**config.mk**
```make
export PLATFORM = sky130hd
export DESIGN_NAME = tlb_region_mapper_unit
export DESIGN_NICKNAME = d
export VERILOG_FILES = /design/src/hdl/tlbrm_pkg.sv /design/src/hdl/tlb_region_mapper_unit.sv
export SDC_FILE = /design/constraint.sdc
export NUM_CORES = 2
export LEC_CHECK = 0
export CORE_MARGIN = 8
export CORE_UTILIZATION = 45
export DETAILED_ROUTE_END_ITERATION = 16
export DONT_BUFFER_PORTS = 1
export PLACE_DENSITY = 0.7
export SLEW_MARGIN = 20
export SYNTH_ARGS = -nofsm -noshare
export SYNTH_HDL_FRONTEND = slang
export SYNTH_SLANG_ARGS = --single-unit
```
**constraint.sdc**
```tcl
create_clock -name clk_i -period 8.8 [get_ports clk_i]
set_input_delay 1.32 -clock clk_i [delete_from_list [all_inputs] [get_ports clk_i]]
set_output_delay 1.32 -clock clk_i [all_outputs]
set_load 0.01 [all_outputs]
```
**src/hdl/tlbrm_pkg.sv**
```systemverilog
package tlbrm_pkg;

  // Table geometry.
  localparam int unsigned TlbEntries = 64;
  localparam int unsigned IdxW       = $clog2(TlbEntries);
  localparam int unsigned PageW      = 22;
  localparam int unsigned OffW       = 10;

  // Request operation codes.
  localparam logic OpAdd    = 1'b0;
  localparam logic OpRemove = 1'b1;

  // Result status codes.
  localparam logic [1:0] StsWritten     = 2'd0;
  localparam logic [1:0] StsInvalidated = 2'd1;
  localparam logic [1:0] StsNothing     = 2'd2;
  localparam logic [1:0] StsError       = 2'd3;

  // Error codes.
  localparam logic [1:0] ErrNone   = 2'd0;
  localparam logic [1:0] ErrNoFree = 2'd1;
  localparam logic [1:0] ErrNoFit  = 2'd2;

  // One request as it arrives on the input channel.
  typedef struct packed {
    logic        op;
    logic [31:0] phys_base;
    logic [31:0] virt_base;
    logic [31:0] length;
    logic        inhibit_cache;
  } tlb_req_t;

  // One result on the output channel.
  typedef struct packed {
    logic [1:0]  status;
    logic [1:0]  error;
    logic [5:0]  entry_index;
    logic [31:0] chunk_phys;
    logic [31:0] chunk_virt;
    logic [2:0]  size_code;
    logic        last;
  } tlb_rsp_t;

  // Contents of one table entry held in the memory.
  typedef struct packed {
    logic [PageW-1:0] virt_page;
    logic [PageW-1:0] phys_page;
    logic [2:0]       size;
    logic             inhibit;
  } tlb_entry_t;

  // Chunk size in bytes for each size code.
  function automatic logic [31:0] chunk_bytes(input logic [2:0] code);
    logic [31:0] res;
    case (code)
      3'd0:    res = 32'h0000_0400;
      3'd1:    res = 32'h0000_1000;
      3'd2:    res = 32'h0000_4000;
      3'd3:    res = 32'h0001_0000;
      3'd4:    res = 32'h0004_0000;
      3'd5:    res = 32'h0010_0000;
      3'd6:    res = 32'h0100_0000;
      default: res = 32'h1000_0000;
    endcase
    return res;
  endfunction

endpackage

```
**src/hdl/tlb_region_mapper_unit.sv**
```systemverilog
// Translation table of TlbEntries entries, filled and cleared one region per
// request. An add request splits its region into aligned chunks, largest first,
// and writes each chunk into the lowest free entry; it gives one result per
// chunk, or a single result when nothing is written. A remove request
// invalidates every valid entry lying wholly inside the virtual range and gives
// one result per entry removed, or a single result when none matches. The final
// result of a request carries last, and an add that runs out of entries or of
// fitting sizes reports the error there. Requests are handled one at a time.
// An add alternates between picking the size of each chunk and a scan for the
// lowest free entry, a serial walk over the valid bits that visits up to
// TlbEntries entries, and ends with the size check that ends the walk and then
// the closing result. A remove reads each entry in turn through the single
// registered read port of the entry memory and then checks it. One result
// can wait at the output and one more can be staged behind it; the walk stalls
// when a further result is due while both are full, and the closing result
// waits for a free output.
// The table comes out of reset empty; no clearing pass is needed.
module tlb_region_mapper_unit (
  input  logic                clk_i,
  input  logic                rst_ni,
  input  logic                in_valid_i,
  output logic                in_stall_o,
  input  tlbrm_pkg::tlb_req_t in_req_i,
  output logic                out_valid_o,
  input  logic                out_stall_i,
  output tlbrm_pkg::tlb_rsp_t out_rsp_o
);
  import tlbrm_pkg::*;

  typedef enum logic [2:0] {
    StIdle,
    StAddSize,
    StAddScan,
    StRemRead,
    StRemCheck,
    StFinish
  } state_e;

  localparam logic [IdxW-1:0] IdxLast = IdxW'(TlbEntries - 1);

  state_e            state_q, state_d;
  logic [IdxW-1:0]   idx_q, idx_d;
  logic [31:0]       phys_q, phys_d;
  logic [31:0]       virt_q, virt_d;
  logic [31:0]       len_q, len_d;
  logic [31:0]       range_end_q, range_end_d;
  logic              inh_q, inh_d;
  logic [2:0]        code_q, code_d;
  logic [1:0]        err_q, err_d;
  logic [TlbEntries-1:0] valid_q, valid_d;
  tlb_rsp_t          hold_q, hold_d;
  logic              hold_valid_q, hold_valid_d;
  tlb_rsp_t          out_q, out_d;
  logic              out_valid_q, out_valid_d;

  tlb_entry_t        mem_q [TlbEntries];
  tlb_entry_t        rd_q;
  logic              mem_we;
  tlb_entry_t        mem_wdata;

  logic              fit_found;
  logic [2:0]        fit_code;
  logic [31:0]       chunk_sz;
  logic [31:0]       ent_virt;
  logic [31:0]       ent_end;
  logic              rem_hit;
  logic              out_free;
  logic              can_push;
  tlb_rsp_t          new_rsp;

  // Largest chunk size that the physical address and remaining length allow.
  always_comb begin
    logic [31:0] sz;
    fit_found = 1'b0;
    fit_code  = '0;
    for (int c = 0; c < 8; c++) begin
      sz = chunk_bytes(3'(c));
      if (((phys_q & (sz - 32'd1)) == 32'd0) && (len_q >= sz)) begin
        fit_found = 1'b1;
        fit_code  = 3'(c);
      end
    end
  end

  assign chunk_sz = chunk_bytes(code_q);

  // Range check of the entry read back from the memory.
  assign ent_virt = {rd_q.virt_page, {OffW{1'b0}}};
  assign ent_end  = ent_virt + chunk_bytes(rd_q.size) - 32'd1;
  assign rem_hit  = valid_q[idx_q] && (ent_virt >= virt_q) && (ent_end <= range_end_q);

  // A new result may be produced when no result is held or the held one can move to the output.
  assign out_free = !out_valid_q || !out_stall_i;
  assign can_push = !hold_valid_q || out_free;

  // Request sequencing and result staging.
  always_comb begin
    state_d      = state_q;
    idx_d        = idx_q;
    phys_d       = phys_q;
    virt_d       = virt_q;
    len_d        = len_q;
    range_end_d  = range_end_q;
    inh_d        = inh_q;
    code_d       = code_q;
    err_d        = err_q;
    valid_d      = valid_q;
    hold_d       = hold_q;
    hold_valid_d = hold_valid_q;
    out_d        = out_q;
    out_valid_d  = out_valid_q && out_stall_i;
    mem_we       = 1'b0;
    mem_wdata    = '{virt_page: virt_q[31:OffW], phys_page: phys_q[31:OffW],
                     size: code_q, inhibit: inh_q};
    new_rsp      = '0;

    case (state_q)
      StIdle: begin
        if (in_valid_i) begin
          phys_d      = in_req_i.phys_base;
          virt_d      = in_req_i.virt_base;
          len_d       = in_req_i.length;
          inh_d       = in_req_i.inhibit_cache;
          range_end_d = in_req_i.virt_base + in_req_i.length - 32'd1;
          err_d       = ErrNone;
          idx_d       = '0;
          state_d     = (in_req_i.op == OpAdd) ? StAddSize : StRemRead;
        end
      end

      StAddSize: begin
        if (len_q == 32'd0) begin
          state_d = StFinish;
        end else if (!fit_found) begin
          err_d   = ErrNoFit;
          state_d = StFinish;
        end else begin
          code_d  = fit_code;
          idx_d   = '0;
          state_d = StAddScan;
        end
      end

      StAddScan: begin
        if (!valid_q[idx_q]) begin
          if (can_push) begin
            mem_we                = 1'b1;
            valid_d[idx_q]        = 1'b1;
            new_rsp.status        = StsWritten;
            new_rsp.error         = ErrNone;
            new_rsp.entry_index   = 6'(idx_q);
            new_rsp.chunk_phys    = {phys_q[31:OffW], {OffW{1'b0}}};
            new_rsp.chunk_virt    = {virt_q[31:OffW], {OffW{1'b0}}};
            new_rsp.size_code     = code_q;
            new_rsp.last          = 1'b0;
            if (hold_valid_q) begin
              out_d       = hold_q;
              out_valid_d = 1'b1;
            end
            hold_d       = new_rsp;
            hold_valid_d = 1'b1;
            len_d        = len_q - chunk_sz;
            phys_d       = phys_q + chunk_sz;
            virt_d       = virt_q + chunk_sz;
            state_d      = StAddSize;
          end
        end else if (idx_q == IdxLast) begin
          err_d   = ErrNoFree;
          state_d = StFinish;
        end else begin
          idx_d = idx_q + 1'b1;
        end
      end

      StRemRead: begin
        state_d = StRemCheck;
      end

      StRemCheck: begin
        if (!rem_hit || can_push) begin
          if (rem_hit) begin
            valid_d[idx_q]      = 1'b0;
            new_rsp.status      = StsInvalidated;
            new_rsp.error       = ErrNone;
            new_rsp.entry_index = 6'(idx_q);
            new_rsp.chunk_phys  = {rd_q.phys_page, {OffW{1'b0}}};
            new_rsp.chunk_virt  = ent_virt;
            new_rsp.size_code   = rd_q.size;
            new_rsp.last        = 1'b0;
            if (hold_valid_q) begin
              out_d       = hold_q;
              out_valid_d = 1'b1;
            end
            hold_d       = new_rsp;
            hold_valid_d = 1'b1;
          end
          if (idx_q == IdxLast) begin
            state_d = StFinish;
          end else begin
            idx_d   = idx_q + 1'b1;
            state_d = StRemRead;
          end
        end
      end

      StFinish: begin
        if (out_free) begin
          if (hold_valid_q) begin
            out_d       = hold_q;
            out_d.error = err_q;
          end else begin
            out_d        = '0;
            out_d.status = (err_q != ErrNone) ? StsError : StsNothing;
            out_d.error  = err_q;
          end
          out_d.last   = 1'b1;
          out_valid_d  = 1'b1;
          hold_valid_d = 1'b0;
          state_d      = StIdle;
        end
      end

      default: begin
        state_d = StIdle;
      end
    endcase
  end

  // Control and result registers.
  always_ff @(posedge clk_i or negedge rst_ni) begin
    if (!rst_ni) begin
      state_q      <= StIdle;
      valid_q      <= '0;
      hold_valid_q <= 1'b0;
      out_valid_q  <= 1'b0;
    end else begin
      state_q      <= state_d;
      valid_q      <= valid_d;
      hold_valid_q <= hold_valid_d;
      out_valid_q  <= out_valid_d;
    end
  end

  // Working registers of the current request.
  always_ff @(posedge clk_i) begin
    idx_q       <= idx_d;
    phys_q      <= phys_d;
    virt_q      <= virt_d;
    len_q       <= len_d;
    range_end_q <= range_end_d;
    inh_q       <= inh_d;
    code_q      <= code_d;
    err_q       <= err_d;
    hold_q      <= hold_d;
    out_q       <= out_d;
  end

  // Entry memory: one write port, one registered read port.
  always_ff @(posedge clk_i) begin
    if (mem_we) begin
      mem_q[idx_q] <= mem_wdata;
    end
    rd_q <= mem_q[idx_q];
  end

  assign in_stall_o  = (state_q != StIdle);
  assign out_valid_o = out_valid_q;
  assign out_rsp_o   = out_q;

`ifndef SYNTHESIS
  // No result is left staged once the block is back to idle.
  a_hold_empty_idle: assert property (@(posedge clk_i) disable iff (!rst_ni)
    state_q == StIdle |-> !hold_valid_q)
    else $error("staged result left over in idle");

  // A chunk is only ever written into a free entry.
  a_write_free: assert property (@(posedge clk_i) disable iff (!rst_ni)
    mem_we |-> !valid_q[idx_q])
    else $error("entry overwritten while valid");

  // A written entry is valid in the next cycle.
  a_write_sets_valid: assert property (@(posedge clk_i) disable iff (!rst_ni)
    mem_we |=> valid_q[$past(idx_q)])
    else $error("written entry not marked valid");

  // Status without an entry only appears on the final result.
  a_lone_last: assert property (@(posedge clk_i) disable iff (!rst_ni)
    out_valid_o && (out_rsp_o.status == StsNothing || out_rsp_o.status == StsError)
      |-> out_rsp_o.last)
    else $error("nothing-done or error result without last");

  // An error only ever closes a request.
  a_err_last: assert property (@(posedge clk_i) disable iff (!rst_ni)
    out_valid_o && (out_rsp_o.error != ErrNone) |-> out_rsp_o.last)
    else $error("error reported before the final result");
`endif

endmodule

```
==> qor.csv <==
metric,value,unit
cp-start-kind,flip-flop,
dr.pass1.iters,6,
ys_async_sr_fraction,2.04,%
grt_start_max_net_pins,116,
rsz0062_at_grt,no,
rows,196,
initial_core_util,45.1,%
portBuffers,0,
outcome,completed,
numCtsBuffers,344,
drive_gt1_share,10.3,%
die_h,550,um
power,43500,uW
cp-endpoint,out_rsp_o[22],
finalSetupTns,0,ps
p_per_area,301,nW/um^2
wl,389000,um
cts_resized,0,
rr_worst_depth,23,
netlist_instances,7614,
place.detailed.hpwl,215000,um
period_needed,7350,ps
die_area,302000,sq um
clock-sinks,3375,
clockBufferDepth,4,
clock-root-buffer,clkbuf_16,
report.final.slew_viol_count,0,
syn_to_final_growth,12.6,%
fin_skew,64.6,ps
synth-edff-count,3259,
irDropWorstVdd,0.244,mV
period_share,83.6,%
track_usage,24.8,%
avgSynthCellArea,16.8,sq um
cts_setup_buffers,0,
p_leak,0.0449,uW
die_width,550,um
nNetsFinal,7994,
core,284000,sq um
clk_pin_slew,60,ps
hold_violations,0,
drt-vias-per-instance,6.56,
cap_violations,0,
critPathKind,flip-flop to flip-flop,
arrival,8010,ps
drc_errors,0,
overflow,0,
tightestPinTransition,1200,ps
ys_warn_count,0,
ff2ff_setup_slack,1450,ps
wl_per_cell,33.1,um
required,9450,ps
critPathCaptureType,flip-flop,
yosys_register_bits,3375,
ys.flop_type,edfxtp_1,
fin_cells,11761,
tritoncts,yes,
antenna_found_initial,22,
setup_viol_count_final,0,
ant_nets,0,
grt_pass1_vias,73677,
dp_slack,1660,ps
hp-class,input pin to async pin,
cts_hold_buffers,2,
synth_seq_area_share,78.4,%
cp-startpoint,rd_q[1],
holdWs,56.8,ps
dp_cells,11141,
setup_slack,1450,ps
rr_startpoint,rd_q[1],
r2r_end,out_rsp_o[22],
cts-htree-levels,5,
fmax,0.136,GHz
ys_types,79,
grt_pass1_wl,544000,um
netlist_area,128000,sq um
relSlewSlack,19.0,%
route.vias.total,77182,
place.gp.congestion,0.855,
clock_latency,970,ps
dr.first_iter.drc_count,12427,
ios,182,
worstPathMaxFanout,34,
## power breakdown
part,internal [uW],switching [uW],total (uW)
Combinational,2760,7190,9950
Clock,8160,5960,14100
Sequential,19100,386,19400
Total,30000,13500,43500
## registers in the layout, indices dropped and copies added, names as in the netlist, 2 cells and up
register and cells:
code_q 3, state_q 3, out_rsp_o 58, phys_q 32
range_end_q 32, mem_q 3008, len_q 32, rd_q 25
ent_virt 22, hold_q 54, valid_q 64, idx_q 6
err_q 2, virt_q 32
## final cells by class
| cell class | instances | area, sq um |
|---|---|---|
| clock buffers | 432 | 9110 |
| clock inverters | 169 | 1590 |
| multi-input cells | 3527 | 25500 |
| diodes | 16 | 40.0 |
| flip-flops and latches | 3375 | 101000 |
| fillers | 22350 | 140000 |
| inverters | 246 | 926 |
| well taps | 3762 | 4710 |
| repair buffers | 234 | 2100 |
## layer usage
metal  vias up  global-route usage [%]  share of wire [%]
met4        14                    10.2                4.7
met1     38781                    33.1                 36
li1      31414                       -                  -
met5         -                       0              0.021
met3       947                    8.38                 15
met2      6026                    37.5                 44
## critical path, cell delays in order, from the launching register on
cell and delay [ps]:
dfxtp_1 490, or3b_2 480, ha_1 290, inv_1 60, ha_1 290, a211oi_1 290, o21ai_0 200, a41oi_1 400
a21oi_1 200, a211o_1 340, nor3_1 210, o21bai_1 110, a21oi_1 180, xnor2_1 140, ha_1 260, a21oi_1 150
o221ai_1 220, o21ai_0 840, o21ai_0 230, nor2_1 200, and3b_1 210, o311a_1 210, a21boi_4 700, buf_12 300
## layout by cell type, fill, tap and decap left out, types with 71 or more instances in the layout
| master | count |
|---|---|
| a21oi_1 | 140 |
| a221oi_1 | 197 |
| a22o_1 | 196 |
| a22oi_1 | 1120 |
| a31oi_1 | 210 |
| a41oi_1 | 117 |
| and2_1 | 71 |
| buf_4 | 206 |
| clkbuf_1 | 76 |
| clkbuf_16 | 349 |
| edfxtp_1 | 3259 |
| ha_1 | 162 |
| inv_1 | 243 |
| nand2_1 | 261 |
| nand3_1 | 78 |
| nand4_1 | 90 |
| nor2_1 | 92 |
| nor4_1 | 73 |
| o21ai_0 | 200 |
## kinds of logic (layout without fill, tap and decap cells)
group	Yosys count	count (layout)	share of synthesized area [%]
flops	3375	3375	78.4
compound gates	2371	2371	13.5
simple gates	855	855	3.33
buf+inv	731	1081	2.29
fa+ha+maj	164	164	1.61
xor+xnor	98	98	0.669
mux	19	19	0.213
other cells	1	36	0.00292
## synthesized netlist by cell type, drive strengths merged, types with 7 or more instances
master	number	area share, %
a21oi	140	0.55
a22o	196	1.3
nor2b	14	0.068
nand3b	11	0.064
dfxtp	47	0.73
edfxtp	3259	76
a31oi	210	1.0
nand2	270	0.83
o211ai	19	0.11
buf	139	0.56
nor2	159	0.47
a22oi	1120	6.6
a31o	7	0.048
a41oi	117	0.80
xor2	29	0.20
and2	75	0.37
clkbuf	346	1.0
o31ai	65	0.38
a21o	20	0.12
o21bai	13	0.076
nand2b	10	0.049
o21a	7	0.041
nand3	81	0.32
xnor2	69	0.47
a221oi	197	1.3
inv	245	0.72
o21ai	212	0.83
nor4	75	0.37
or2	9	0.044
ha	162	1.6
dfrtp	69	1.3
mux2i	11	0.096
nand4	90	0.44
a211oi	10	0.059
nor3	26	0.11
and3	10	0.049
## per-stage QoR
| step | util, % | area (sq um) |
|---|---|---|
| final | 50.8 | 145000 |
| after global routing | 50.8 | 144000 |
| after CTS | 50.8 | 144000 |
| after detailed placement | 47.0 | 134000 |
| after global placement | 47.0 | 134000 |
| after floorplan | - | 128000 |
## how the worst min path moves through the flow
| stage | end | depth (start not counted) | slack [ps] |
|---|---|---|---|
| after floorplan | valid_q[38] | 2 | 450 |
| after global placement | valid_q[45] | 2 | 470 |
| after detailed placement | hold_q[61] | 2 | 480 |
| after CTS | valid_q[6] | 0 | 0.3 |
| after global routing | valid_q[6] | 0 | 20 |
| final | valid_q[5] | 0 | 60 |
Power figures use the tool's default switching activity.
